[src/hw/rtl/mexp_pkg.sv]
package mexp_pkg;

   // Default width of the base, exponent, modulus and result.
   localparam int DEFAULT_WIDTH = 32;

   // Modulus value after reset, before any write through the CSR port.
   localparam logic [31:0] RESET_MODULUS = 32'd1000000007;

   // Sequencer states of the exponentiation controller.
   typedef enum logic [2:0] {
      ST_IDLE,
      ST_REDUCE,
      ST_STEP,
      ST_MULT,
      ST_SQUARE,
      ST_DONE
   } mexp_state_type;

endpackage

[src/hw/rtl/mexp_modmul.sv]
module mexp_modmul #(
   parameter int OPERAND_WIDTH = mexp_pkg::DEFAULT_WIDTH
) (
   input  logic                     clock,
   input  logic                     reset,
   input  logic                     start,
   input  logic [OPERAND_WIDTH-1:0] op_a,
   input  logic [OPERAND_WIDTH-1:0] op_b,
   input  logic [OPERAND_WIDTH:0]   modulus_ext,
   output logic                     done,
   output logic [OPERAND_WIDTH-1:0] product
);
   import mexp_pkg::*;

   localparam int CW = $clog2(OPERAND_WIDTH + 1);

   logic [OPERAND_WIDTH-1:0] a_ff, a_in;
   logic [OPERAND_WIDTH-1:0] b_ff, b_in;
   logic [OPERAND_WIDTH-1:0] r_ff, r_in;
   logic [OPERAND_WIDTH:0]   m_ff, m_in;
   logic [CW-1:0]            cnt_ff, cnt_in;
   logic                     done_ff, done_in;

   logic [OPERAND_WIDTH+1:0] sum;
   logic [OPERAND_WIDTH+2:0] sub1;
   logic [OPERAND_WIDTH+2:0] sub2;
   logic [OPERAND_WIDTH-1:0] r_step;

   // One multiplier bit per cycle, MSB first: r = 2r + bit*a, then bring
   // the sum back below the modulus. With r and a below m the sum stays
   // below 3m, so at most two subtractions are needed; both are tried at once.
   always_comb begin
      sum  = {1'b0, r_ff, 1'b0} + {2'b00, a_ff & {OPERAND_WIDTH{b_ff[OPERAND_WIDTH-1]}}};
      sub1 = {1'b0, sum} - {2'b00, m_ff};
      sub2 = {1'b0, sum} - {1'b0, m_ff, 1'b0};
      if (!sub2[OPERAND_WIDTH+2]) begin
         r_step = sub2[OPERAND_WIDTH-1:0];
      end else if (!sub1[OPERAND_WIDTH+2]) begin
         r_step = sub1[OPERAND_WIDTH-1:0];
      end else begin
         r_step = sum[OPERAND_WIDTH-1:0];
      end
   end

   // Operand capture, multiplier shift register and bit counter.
   always_comb begin
      a_in    = a_ff;
      b_in    = b_ff;
      r_in    = r_ff;
      m_in    = m_ff;
      cnt_in  = cnt_ff;
      done_in = (cnt_ff == CW'(1));
      if (start) begin
         a_in   = op_a;
         b_in   = op_b;
         r_in   = '0;
         m_in   = modulus_ext;
         cnt_in = CW'(OPERAND_WIDTH);
      end else if (cnt_ff != '0) begin
         r_in   = r_step;
         b_in   = {b_ff[OPERAND_WIDTH-2:0], 1'b0};
         cnt_in = cnt_ff - CW'(1);
      end
   end

   always_ff @(posedge clock) begin
      if (reset) begin
         cnt_ff  <= '0;
         done_ff <= 1'b0;
      end else begin
         cnt_ff  <= cnt_in;
         done_ff <= done_in;
      end
      a_ff <= a_in;
      b_ff <= b_in;
      r_ff <= r_in;
      m_ff <= m_in;
   end

   assign done    = done_ff;
   assign product = r_ff;

   // The partial remainder never reaches the modulus while a product runs.
   assert property (@(posedge clock) disable iff (reset)
      (cnt_ff != '0) |-> ({1'b0, r_ff} < m_ff))
      else $error("modmul: partial remainder not reduced");

   // A finished product is fully reduced.
   assert property (@(posedge clock) disable iff (reset)
      done_ff |-> ({1'b0, r_ff} < m_ff))
      else $error("modmul: product not reduced");

   // A new product is never started while one is in progress.
   assert property (@(posedge clock) disable iff (reset)
      start |-> (cnt_ff == '0))
      else $error("modmul: start while busy");

endmodule

[src/hw/rtl/modular_exponentiation_top.sv]
// Modular exponentiation, right-to-left square-and-multiply, one item at a time.
// Each modular product is computed in the bit-serial multiplier.
// A new request is taken once the previous result is loaded into the output register.
// Synchronous active-high reset clears control state and sets modulus to 1000000007.
module modular_exponentiation_top #(
   parameter int OPERAND_WIDTH = mexp_pkg::DEFAULT_WIDTH
) (
   input  logic                     clock,
   input  logic                     reset,
   input  logic                     req_valid,
   output logic                     req_ready,
   input  logic [OPERAND_WIDTH-1:0] req_base_value,
   input  logic [OPERAND_WIDTH-1:0] req_exponent,
   output logic                     rsp_valid,
   input  logic                     rsp_ready,
   output logic [OPERAND_WIDTH-1:0] rsp_power_result,
   input  logic                     csr_valid,
   output logic                     csr_ready,
   input  logic [OPERAND_WIDTH-1:0] csr_modulus
);
   import mexp_pkg::*;

   mexp_state_type           state_ff, state_in;
   logic [OPERAND_WIDTH-1:0] exp_ff, exp_in;
   logic [OPERAND_WIDTH-1:0] acc_ff, acc_in;
   logic [OPERAND_WIDTH-1:0] pow_ff, pow_in;
   logic [OPERAND_WIDTH-1:0] modulus_ff, modulus_in;
   logic                     rsp_valid_ff, rsp_valid_in;
   logic [OPERAND_WIDTH-1:0] rsp_result_ff, rsp_result_in;

   logic                     mul_start;
   logic [OPERAND_WIDTH-1:0] mul_a;
   logic [OPERAND_WIDTH-1:0] mul_b;
   logic                     mul_done;
   logic [OPERAND_WIDTH-1:0] mul_product;
   logic [OPERAND_WIDTH:0]   modulus_ext;
   logic                     rsp_free;

   // A modulus of zero stands for 2^OPERAND_WIDTH, so products wrap.
   assign modulus_ext = {(modulus_ff == '0), modulus_ff};
   assign rsp_free    = !rsp_valid_ff || rsp_ready;

   // Next-state logic of the sequencer.
   always_comb begin
      state_in = state_ff;
      case (state_ff)
         ST_IDLE: begin
            if (req_valid) begin
               state_in = ST_REDUCE;
            end
         end
         ST_REDUCE: begin
            if (mul_done) begin
               state_in = ST_STEP;
            end
         end
         ST_STEP: begin
            if (exp_ff == '0) begin
               state_in = ST_DONE;
            end else if (exp_ff[0]) begin
               state_in = ST_MULT;
            end else begin
               state_in = ST_SQUARE;
            end
         end
         ST_MULT: begin
            if (mul_done) begin
               state_in = ST_STEP;
            end
         end
         ST_SQUARE: begin
            if (mul_done) begin
               state_in = ST_STEP;
            end
         end
         ST_DONE: begin
            if (rsp_free) begin
               state_in = ST_IDLE;
            end
         end
         default: begin
            state_in = ST_IDLE;
         end
      endcase
   end

   // Sequencer outputs: handshake and multiplier operand selection.
   // The base is first reduced as 1 * base so later operands stay below m.
   always_comb begin
      req_ready = 1'b0;
      mul_start = 1'b0;
      mul_a     = pow_ff;
      mul_b     = pow_ff;
      case (state_ff)
         ST_IDLE: begin
            req_ready = 1'b1;
            mul_start = req_valid;
            mul_a     = OPERAND_WIDTH'(1);
            mul_b     = req_base_value;
         end
         ST_STEP: begin
            mul_start = (exp_ff != '0);
            if (exp_ff[0]) begin
               mul_b = acc_ff;
            end
         end
         default: begin
            req_ready = 1'b0;
         end
      endcase
   end

   // Datapath updates for exponent, accumulator, power and result register.
   always_comb begin
      exp_in        = exp_ff;
      acc_in        = acc_ff;
      pow_in        = pow_ff;
      rsp_result_in = rsp_result_ff;
      rsp_valid_in  = rsp_ready ? 1'b0 : rsp_valid_ff;
      if (state_ff == ST_IDLE && req_valid) begin
         exp_in = req_exponent;
         acc_in = OPERAND_WIDTH'(1);
      end
      if (mul_done && (state_ff == ST_REDUCE || state_ff == ST_SQUARE)) begin
         pow_in = mul_product;
      end
      if (mul_done && state_ff == ST_SQUARE) begin
         exp_in = {1'b0, exp_ff[OPERAND_WIDTH-1:1]};
      end
      if (mul_done && state_ff == ST_MULT) begin
         acc_in    = mul_product;
         exp_in[0] = 1'b0;
      end
      if (state_ff == ST_DONE && rsp_free) begin
         rsp_result_in = acc_ff;
         rsp_valid_in  = 1'b1;
      end
   end

   // Modulus register; a transfer is taken in any cycle.
   assign csr_ready  = 1'b1;
   assign modulus_in = csr_valid ? csr_modulus : modulus_ff;

   always_ff @(posedge clock) begin
      if (reset) begin
         state_ff     <= ST_IDLE;
         rsp_valid_ff <= 1'b0;
         modulus_ff   <= RESET_MODULUS[OPERAND_WIDTH-1:0];
      end else begin
         state_ff     <= state_in;
         rsp_valid_ff <= rsp_valid_in;
         modulus_ff   <= modulus_in;
      end
      exp_ff        <= exp_in;
      acc_ff        <= acc_in;
      pow_ff        <= pow_in;
      rsp_result_ff <= rsp_result_in;
   end

   mexp_modmul #(
      .OPERAND_WIDTH(OPERAND_WIDTH)
   ) u_modmul (
      .clock      (clock),
      .reset      (reset),
      .start      (mul_start),
      .op_a       (mul_a),
      .op_b       (mul_b),
      .modulus_ext(modulus_ext),
      .done       (mul_done),
      .product    (mul_product)
   );

   assign rsp_valid        = rsp_valid_ff;
   assign rsp_power_result = rsp_result_ff;

endmodule

[config.mk]
export PLATFORM = sky130hd
export DESIGN_NAME = modular_exponentiation_top
export DESIGN_NICKNAME = d
export VERILOG_FILES = /design/src/hw/rtl/mexp_pkg.sv /design/src/hw/rtl/mexp_modmul.sv /design/src/hw/rtl/modular_exponentiation_top.sv
export SDC_FILE = /design/constraint.sdc
export NUM_CORES = 1
export LEC_CHECK = 0
export ABC_AREA = 1
export BUFFER_PORTS_ARGS = -buffer_cell sky130_fd_sc_hd__clkbuf_2
export CAP_MARGIN = 20
export CORE_ASPECT_RATIO = 1.2
export CORE_MARGIN = 2
export CORE_UTILIZATION = 30
export DETAILED_ROUTE_END_ITERATION = 10
export PLACE_DENSITY_LB_ADDON = 0.15
export SLEW_MARGIN = 10
export SYNTH_ARGS = -nofsm -noshare
export SYNTH_HDL_FRONTEND = slang
export SYNTH_HIERARCHICAL = 1
export SYNTH_SLANG_ARGS = --single-unit
[constraint.sdc]
create_clock -name clock -period 9.8 [get_ports clock]
set_input_delay 0.98 -clock clock [delete_from_list [all_inputs] [get_ports clock]]
set_output_delay 0.98 -clock clock [all_outputs]
set_load 0.05 [all_outputs]
==> summary.txt, run 1 <==
status = finished, final reports clean
global-route wire length before repair = 93700 um
number of synthesized register bits = 300
Pre-Repair DR Iteration Count = 5
Reg clk slew, reported paths = 0.06 ns
Final nets = 2888
worst reg-to-reg path cell count = 28
synth top area cells = edfxtp_1, nand2_1, dfxtp_1
RePlAce Congestion = 0.932
async set or reset register ratio after synthesis = 0%
CTS tree = yes
largest net degree at the start of global routing = 67
clk root buf = clkbuf_16
critical path startpoint category = register
fillers = 6779
detailed placement HPWL = 47300 um
die height = 281 um
Post-DRT Antenna Nets = 0
CP max FO = 33
final count of hold timing violations = 0
WHS = 0.453 ns
setup violators final = 0
Hold Crit Endpoint = rsp_power_result[21]$_DFFE_PP_
yosys warns = 6
f_max = 187 MHz
register area share after synthesis = 42.9%
largest area contributor in the synthesized netlist = edfxtp_1
post-layout min period = 5.35 ns
Layout area overhead = 13.6%
flop2flop setup slack = 4.45 ns
vias in the first global route = 16.7k
core area = 0.0633 sq mm
layout cells sized above 1 = 9.92%
Max Slew Vio Count = 0
Initial Util = 30.4%
Max-Cap Viols = 0
cell family with most CP delay = simple AND/OR/NAND/NOR gates
FF-to-FF Start = u_modmul/b_ff[31]$_DFFE_PP_
Worst path slowest cell = fa_1
Skew-Pair Late Insertion Delay = 0.55 ns
diode count = 0
GRT overflow = 0
WHS Path Cells = 0
Syn Nets = 2770
Die X = 235 um
setup bufs post-CTS = 0
Crit path top cell by count = nand2_1
synthesized area per cell = 7.49 sq um
# IOs = 136
Worst Path Arrival = 5.79 ns
Die ar. = 0.0661 sq mm
CTS Hold Bufs = 0
final std cells w/o fill = 3536
drt via density = 4.73
final wirelength = 60000 um
max_slew headroom = 29.5%
cts repair resizes = 0
Synth Instances = 2567
Post-synth EDFFs = 223
worst endpoint required time = 10.24 ns
clock tree buffer depth = 3
commonest non-fill, non-tap cell in the layout = nand2_1
1st-iter DRT viols = 1026
Hold WC Path Type = reg -> reg
Synth Flop Type = edfxtp_1
Fin Setup TNS = 0 ns
CP Buf/Inv Count = 8
Worst-Margin Slew = 1.06 ns
crit path kind = reg -> reg
Final Cycle Share = 54.6%
Crit path largest cell delay = 0.40 ns
Post-Synthesis Cell Area = 0.0192 sq mm
hold wc startpoint = acc_ff[21]$_SDFFCE_PN0P_
CTS Buf Count = 36
I/O Buffers = 134
r2r endpoint = u_modmul/product[12]$_SDFFE_PP0P_
site row count = 101
DR DRC count = 0
CTS Sinks = 300
Inst Count DP = 3470
Worst Skew = 0.0130 ns
routed via count = 16.7k
final core utilization = 34.5%
CTS H-tree depth = 2
initial antenna violation count = 0
total track usage = 18.0%
commonest non-fill, non-tap cells in the layout = nand2_1, inv_1, nor2_1
RSZ-0062 raised after global routing = no
drt wl/cell = 17.0 um
Crit. End Element = register
top-area cell type share of the netlist area = 34.8%
Distinct cells, synth = 49
## synthesized netlist by cell type (2+ instances only)
master and number:
inv_1 354, nand2_2 6, or2_2 4, clkbuf_1 35, clkinv_1 2, a21oi_1 144, nor3_1 18, dfxtp_1 77
a31oi_1 3, xor2_1 38, xnor2_1 18, o21a_1 3, nor2_2 11, o211ai_1 32, o21ai_1 5, buf_2 23
nand2_4 4, nand3_2 10, or2_1 2, nor4_1 10, fa_1 3, a21oi_2 4, inv_2 18, buf_1 2
ha_1 99, o21bai_1 18, nand4_1 22, buf_6 4, nor2_1 275, o21ai_0 69, nand2_1 790, buf_4 6
edfxtp_1 223, nand3_1 197, nand3b_1 17, a21o_1 6, and2_1 3
## cell families after synthesis
group / Yosys count / synth area share [%]
fa+ha+maj: 102 / 6.76
other cells: 1 / 0.0195
xor+xnor: 56 / 2.55
compound gates: 288 / 8.47
simple gates: 1376 / 30.2
buf+inv: 444 / 9.09
flops: 300 / 42.9
## per-layer routing
| metal | track usage [%] | share of wire [%] |
|---|---|---|
| met2 | 30.0 | 46 |
| met3 | 2.29 | 4.2 |
| met5 | 0 | 0 |
| met4 | 7.06 | 3.8 |
| met1 | 23.7 | 46 |
## per-stage QoR
stage          worst slack (ns)  instance area [sq um]
6_report                   4.45                  21800
5_1_grt                    4.06                  21800
4_1_cts                    4.57                  21800
3_5_place_dp               4.60                  20700
3_3_place_gp               4.59                  20700
2_1_floorplan              2.60                  19200
## worst max-delay path by stage
stage / from / end / slack, ns / depth (start not counted)
after global routing: u_modmul/b_ff[31]$_DFFE_PP_ / u_modmul/product[12]$_SDFFE_PP0P_ / 4.06 / 28
after global placement: u_modmul/b_ff[31]$_DFFE_PP_ / u_modmul/product[0]$_SDFFE_PP0P_ / 4.59 / 28
after CTS: u_modmul/b_ff[31]$_DFFE_PP_ / u_modmul/product[0]$_SDFFE_PP0P_ / 4.57 / 28
after floorplan: state_ff[1]$_SDFFE_PP0P_ / u_modmul/b_ff[0]$_SDFFCE_PN0P_ / 2.60 / 7
after detailed placement: u_modmul/b_ff[31]$_DFFE_PP_ / u_modmul/product[0]$_SDFFE_PP0P_ / 4.60 / 32
final: u_modmul/b_ff[31]$_DFFE_PP_ / u_modmul/product[12]$_SDFFE_PP0P_ / 4.45 / 28
## flip-flops by register name, summed over array words and instances (netlist names)
| signal | count |
|---|---|
| state_ff | 3 |
| u_modmul/a_ff | 32 |
| u_modmul/cnt_ff | 6 |
| acc_ff | 32 |
| u_modmul/b_ff | 32 |
| exp_ff | 32 |
| rsp_power_result | 32 |
| u_modmul/product | 32 |
| u_modmul/done | 1 |
| u_modmul/m_ff | 33 |
| pow_ff | 32 |
| rsp_valid | 1 |
| modulus_ff | 32 |
## final cells by class
type / count / area (sq um) / area share (%)
Sequential cell: 300 / 8240 / 37.7
Inverter: 374 / 1400 / 6.43
Multi-Input combinational cell: 1823 / 9260 / 42.4
Clock buffer: 44 / 931 / 4.26
Tap cell: 824 / 1030 / 4.72
Clock inverter: 21 / 156 / 0.716
Timing Repair Buffer: 150 / 811 / 3.71
## worst reg2reg max path, delay by kind of cell, from the launching register on
kind	cells	cell delay [ns]
flip-flops	1	0.32
AND/OR/NAND/NOR	16	2.14
adder cells (fa/ha/maj)	3	0.95
buffers and inverters	8	1.46
XOR/XNOR	1	0.36
Power of run 1 is left out: the tool's default activity adds up to more than one toggle a clock period on the data nets, which glitch-free logic cannot reach.
==> run 2, diff against run 1 <==
==> constraint.sdc (replaced) <==
create_clock -name clock -period 4.8 [get_ports clock]
set_input_delay 0.48 -clock clock [delete_from_list [all_inputs] [get_ports clock]]
set_output_delay 0.48 -clock clock [all_outputs]
set_load 0.05 [all_outputs]
==> run 2 against run 1 <==
Compared with the run above: first-iteration DRC count rose by 5.4%; sequential cell count did not move; clock skew rose by 0.0012 ns; die area did not move; utilization rose by 0.64 points.
==> summary.txt, run 2 (same netlist as run 1, synthesis figures left out) <==
CTS Sinks = 300
final count of hold timing violations = 0
layout cells sized above 1 = 11.5%
GRT overflow = 0
post-route design area = 0.0222 sq mm
Pre-Repair DR Iteration Count = 5
Final nets = 2915
crit path kind = reg -> reg
max_slew headroom = 36.4%
CP max FO = 17
Die X = 235 um
final wirelength = 61700 um
global-route wire length before repair = 95600 um
site row count = 101
CTS Buf Count = 36
Max Slew Vio Count = 0
Post-DRT Antenna Nets = 0
Die ar. = 0.0661 sq mm
worst endpoint required time = 5.21 ns
Worst-Margin Slew = 0.953 ns
Biggest register = u_modmul/m_ff
die height = 281 um
Crit path largest cell delay = 0.40 ns
drt wl/cell = 17.3 um
# IOs = 136
CTS Hold Bufs = 0
vias in the first global route = 16.9k
total track usage = 18.4%
core area = 0.0633 sq mm
diode count = 0
clk root buf = clkbuf_16
routed via count = 16.8k
Layout area overhead = 15.7%
Initial Util = 30.4%
RSZ-0062 raised after global routing = no
post-layout min period = 4.48 ns
clock tree buffer depth = 3
detailed placement HPWL = 49100 um
Crit. End Element = register
DR DRC count = 0
Worst path slowest cell = fa_1
commonest non-fill, non-tap cell in the layout = nand2_1
I/O Buffers = 134
critical path startpoint category = register
CTS H-tree depth = 2
Crit path top cell by count = nand2_1
Hold WC Path Type = in -> reg
RePlAce Congestion = 0.938
setup violators final = 0
commonest non-fill, non-tap cells in the layout = nand2_1, inv_1, nor2_1
Worst Path Arrival = 4.90 ns
largest net degree at the start of global routing = 67
Final Cycle Share = 93.4%
f_max = 223 MHz
Largest register FFs = 33
Skew-Pair Late Insertion Delay = 0.54 ns
Max-Cap Viols = 0
Worst Skew = 0.0142 ns
initial antenna violation count = 0
Fin Setup TNS = 0 ns
drt via density = 4.72
Post-DP Area = 0.0209 sq mm
status = finished, final reports clean
Reg clk slew, reported paths = 0.06 ns
1st-iter DRT viols = 1081
CTS tree = yes
==> run 2: changes by cell type in the layout (fill, tap and decap cells not counted), moves of 3 or more <==
| cell | change |
|---|---|
| buf_4 | +23 |
| clkbuf_1 | -7 |
| nor2_1 | -4 |
| a21oi_1 | -3 |
| a21oi_2 | +3 |
| bufinv_16 | +3 |
| clkbuf_8 | +3 |
==> run 2: metrics by stage <==
step                      util (%)  setup WS [ns]  hold WS [ns]  instances
final                         35.1          0.317         0.148       3562
after global routing          35.1         0.0125         0.147       3562
after CTS                     34.9          0.127         0.117       3558
after detailed placement      33.0          0.159         0.438       3494
after global placement        33.0          0.134         0.433       3494
after floorplan                  -          0.528         0.425       2567
==> run 2: layout make-up <==
cell class / count / area [sq um]
Clock buffer: 40 / 946
Clock inverter: 24 / 256
Fill cell: 6841 / 41100
Inverter: 374 / 1410
Multi-Input combinational cell: 1824 / 9330
Sequential cell: 300 / 8240
Tap cell: 824 / 1030
Timing Repair Buffer: 176 / 1030
==> run 2: routing by layer <==
metal	routed length (um)	vias up	track usage [%]
met3	2180	91	2.13
met4	2200	0	6.56
li1	-	8605	-
met5	0	-	0
met2	29100	365	31.6
met1	28200	7744	23.8
==> run 2: path summary, 6_finish.rpt <==
kind                                                   from                                 to  slack (ns)  cells past startpoint
worst max-delay path            u_modmul/b_ff[31]$_DFFE_PP_  u_modmul/product[24]$_SDFFE_PP0P_        0.32                     28
worst min-delay path                         csr_modulus[2]         modulus_ff[2]$_SDFFE_PP1P_        0.15                      3
worst max register to register  u_modmul/b_ff[31]$_DFFE_PP_  u_modmul/product[24]$_SDFFE_PP0P_        0.32                     28
worst min register to register     acc_ff[13]$_SDFFCE_PN0P_     rsp_power_result[13]$_DFFE_PP_        0.45                      0
==> run 2: critical path: cells and delay by family, from the launching register on <==
kind / cells / cell delay [ns]
fa+ha+maj: 3 / 0.95
flops: 1 / 0.37
compound gates: 2 / 0.19
xor+xnor: 1 / 0.16
simple gates: 17 / 2.09
buf+inv: 5 / 0.57
==> run 2: timing repair <==
item,CTS,global route
gates resized for setup,0,18
buffers inserted,0,1
setup endpoints to repair,0,32
Power of run 2 is left out for the same reason.
==> run 3, diff against run 2 <==
--- a/config.mk
+++ b/config.mk
@@ -8,13 +8,17 @@
 export ABC_AREA = 1
 export BUFFER_PORTS_ARGS = -buffer_cell sky130_fd_sc_hd__clkbuf_2
 export CAP_MARGIN = 20
+export CELL_PAD_IN_SITES_DETAIL_PLACEMENT = 1
+export CELL_PAD_IN_SITES_GLOBAL_PLACEMENT = 2
 export CORE_ASPECT_RATIO = 1.2
 export CORE_MARGIN = 2
 export CORE_UTILIZATION = 30
 export DETAILED_ROUTE_END_ITERATION = 10
+export GPL_ROUTABILITY_DRIVEN = 0
 export PLACE_DENSITY_LB_ADDON = 0.15
 export SLEW_MARGIN = 10
 export SYNTH_ARGS = -nofsm -noshare
 export SYNTH_HDL_FRONTEND = slang
 export SYNTH_HIERARCHICAL = 1
 export SYNTH_SLANG_ARGS = --single-unit
+export TNS_END_PERCENT = 10
==> run 3 against run 2 <==
Compared with the run above: sequential share of layout area fell by 0.085 points; global-route usage increased by 1.5 points; count of clock-buffer cells in the layout rose by 7; hold slack got worse by 0.0036 ns.
==> summary.txt, run 3 (same netlist as run 1, synthesis figures left out) <==
GRT overflow = 0
vias in the first global route = 18.2k
status = finished, final reports clean
detailed placement HPWL = 52800 um
clk root buf = clkbuf_16
Crit. End Element = register
worst endpoint required time = 5.25 ns
1st-iter DRT viols = 655
Hold Crit Endpoint = modulus_ff[24]$_SDFFE_PP1P_
Skew-Pair Late Insertion Delay = 0.55 ns
I/O Buffers = 134
layout cells sized above 1 = 11.5%
Crit path largest cell delay = 0.44 ns
site row count = 101
commonest non-fill, non-tap cells in the layout = nand2_1, inv_1, nor2_1
Hold WC Path Type = in -> reg
global-route wire length before repair = 103000 um
core area = 0.0633 sq mm
Final Cycle Share = 92.6%
CTS Sinks = 300
setup violators final = 0
post-route design area = 0.0223 sq mm
crit path kind = reg -> reg
Pre-Repair DR Iteration Count = 5
DR DRC count = 0
Worst Skew = 0.0117 ns
total track usage = 19.9%
Reg clk slew, reported paths = 0.06 ns
worst reg-to-reg path cell count = 24
Initial Util = 30.4%
CP Buf/Inv Count = 6
largest net degree at the start of global routing = 64
CTS tree = yes
CTS Hold Bufs = 0
Die ar. = 0.0661 sq mm
f_max = 225 MHz
cell family with most CP delay = simple AND/OR/NAND/NOR gates
CTS Buf Count = 36
Crit path top cell by count = nand2_1
CP max FO = 25
drt via density = 4.80
Post-DRT Antenna Nets = 0
Max Slew Vio Count = 0
hold wc startpoint = csr_modulus[24]
final count of hold timing violations = 0
Layout area overhead = 16.0%
max_slew headroom = 33.7%
r2r endpoint = u_modmul/product[21]$_SDFFE_PP0P_
Max-Cap Viols = 0
Worst-Margin Slew = 0.994 ns
critical path startpoint category = register
initial antenna violation count = 0
Worst Path Arrival = 4.89 ns
Die X = 235 um
# IOs = 136
clock tree buffer depth = 3
post-layout min period = 4.45 ns
final wirelength = 67100 um
Largest register FFs = 33
Worst path slowest cell = edfxtp_1
die height = 281 um
crit path cell chain = buf_6 > nand2_1 > inv_1 > ha_1 > nand2_1 > nor2_1 > nand3_1 > nand2_1 > a21oi_1 > xnor2_1 > buf_4 > ha_1 > buf_4 > nand2_1 > inv_1 > nand2_1 > nor3_2 > nand4_1 > nand4_1 > nand2_1 > a21oi_1 > nand3_1 > nand2_1 > inv_1
flop2flop setup slack = 0.35 ns
WHS Path Cells = 3
CTS H-tree depth = 2
Final nets = 2914
Post-DP Area = 0.0209 sq mm
commonest non-fill, non-tap cell in the layout = nand2_1
routed via count = 17.1k
Biggest register = u_modmul/m_ff
drt wl/cell = 18.8 um
FF-to-FF Start = u_modmul/b_ff[31]$_DFFE_PP_
run 3: worst max path at each step:
stage | from | to | slack [ns] | depth (start not counted)
after floorplan | state_ff[1]$_SDFFE_PP0P_ | u_modmul/b_ff[0]$_SDFFCE_PN0P_ | 0.53 | 7
after global placement | u_modmul/b_ff[31]$_DFFE_PP_ | u_modmul/product[21]$_SDFFE_PP0P_ | -0.007 | 24
after detailed placement | u_modmul/b_ff[31]$_DFFE_PP_ | u_modmul/product[21]$_SDFFE_PP0P_ | -0.02 | 24
after CTS | u_modmul/b_ff[31]$_DFFE_PP_ | u_modmul/product[1]$_SDFFE_PP0P_ | 0.05 | 25
after global routing | u_modmul/b_ff[31]$_DFFE_PP_ | u_modmul/product[2]$_SDFFE_PP0P_ | -0.0009 | 29
final | u_modmul/b_ff[31]$_DFFE_PP_ | u_modmul/product[21]$_SDFFE_PP0P_ | 0.35 | 24
run 3: final cells by class:
class                   count  area (sq um)
diodes                      1          2.50
clock buffers              47           973
clock inverters            19           206
fillers                  7792         41000
inverters                 374          1410
multi-input cells        1826          9390
flip-flops and latches    300          8240
well taps                 824          1030
repair buffers            173          1030
run 3: tightest hold or removal path, stage by stage:
cell and delay, ns:
clkbuf_2 0.07, nand2_1 0.04, nand3_1 0.06
run 3: per-stage QoR:
step | setup slack, ns | std cells | utilization (%) | hold slack (ns) | TNS, ns
floorplan | 0.528 | 2567 | - | 0.425 | 0
global placement | -0.00687 | 3491 | 33.0 | 0.433 | -0.00687
detailed placement | -0.0219 | 3491 | 33.0 | 0.439 | -0.0219
CTS | 0.0527 | 3557 | 34.9 | 0.115 | 0
global route | -0.000946 | 3563 | 35.2 | 0.133 | -0.000946
finish | 0.354 | 3564 | 35.2 | 0.144 | 0
run 3: layer usage:
metal | part of all wire (%) | GRT usage (%) | vias to the layer above
met1 | 45 | 25.1 | 8155
met2 | 49 | 35.6 | 256
li1 | - | - | 8603
met4 | 3.0 | 5.83 | 0
met3 | 2.9 | 2.31 | 101
met5 | 0 | 0 | -
run 3: timing repair:
| action | CTS | global route |
|---|---|---|
| pin swaps | 0 | 4 |
| endpoints found under the setup margin | 2 | 32 |
| gates cloned | 0 | 3 |
| setup buffers | 0 | 2 |
| resized for setup | 2 | 24 |
Power of run 3 is left out for the same reason.
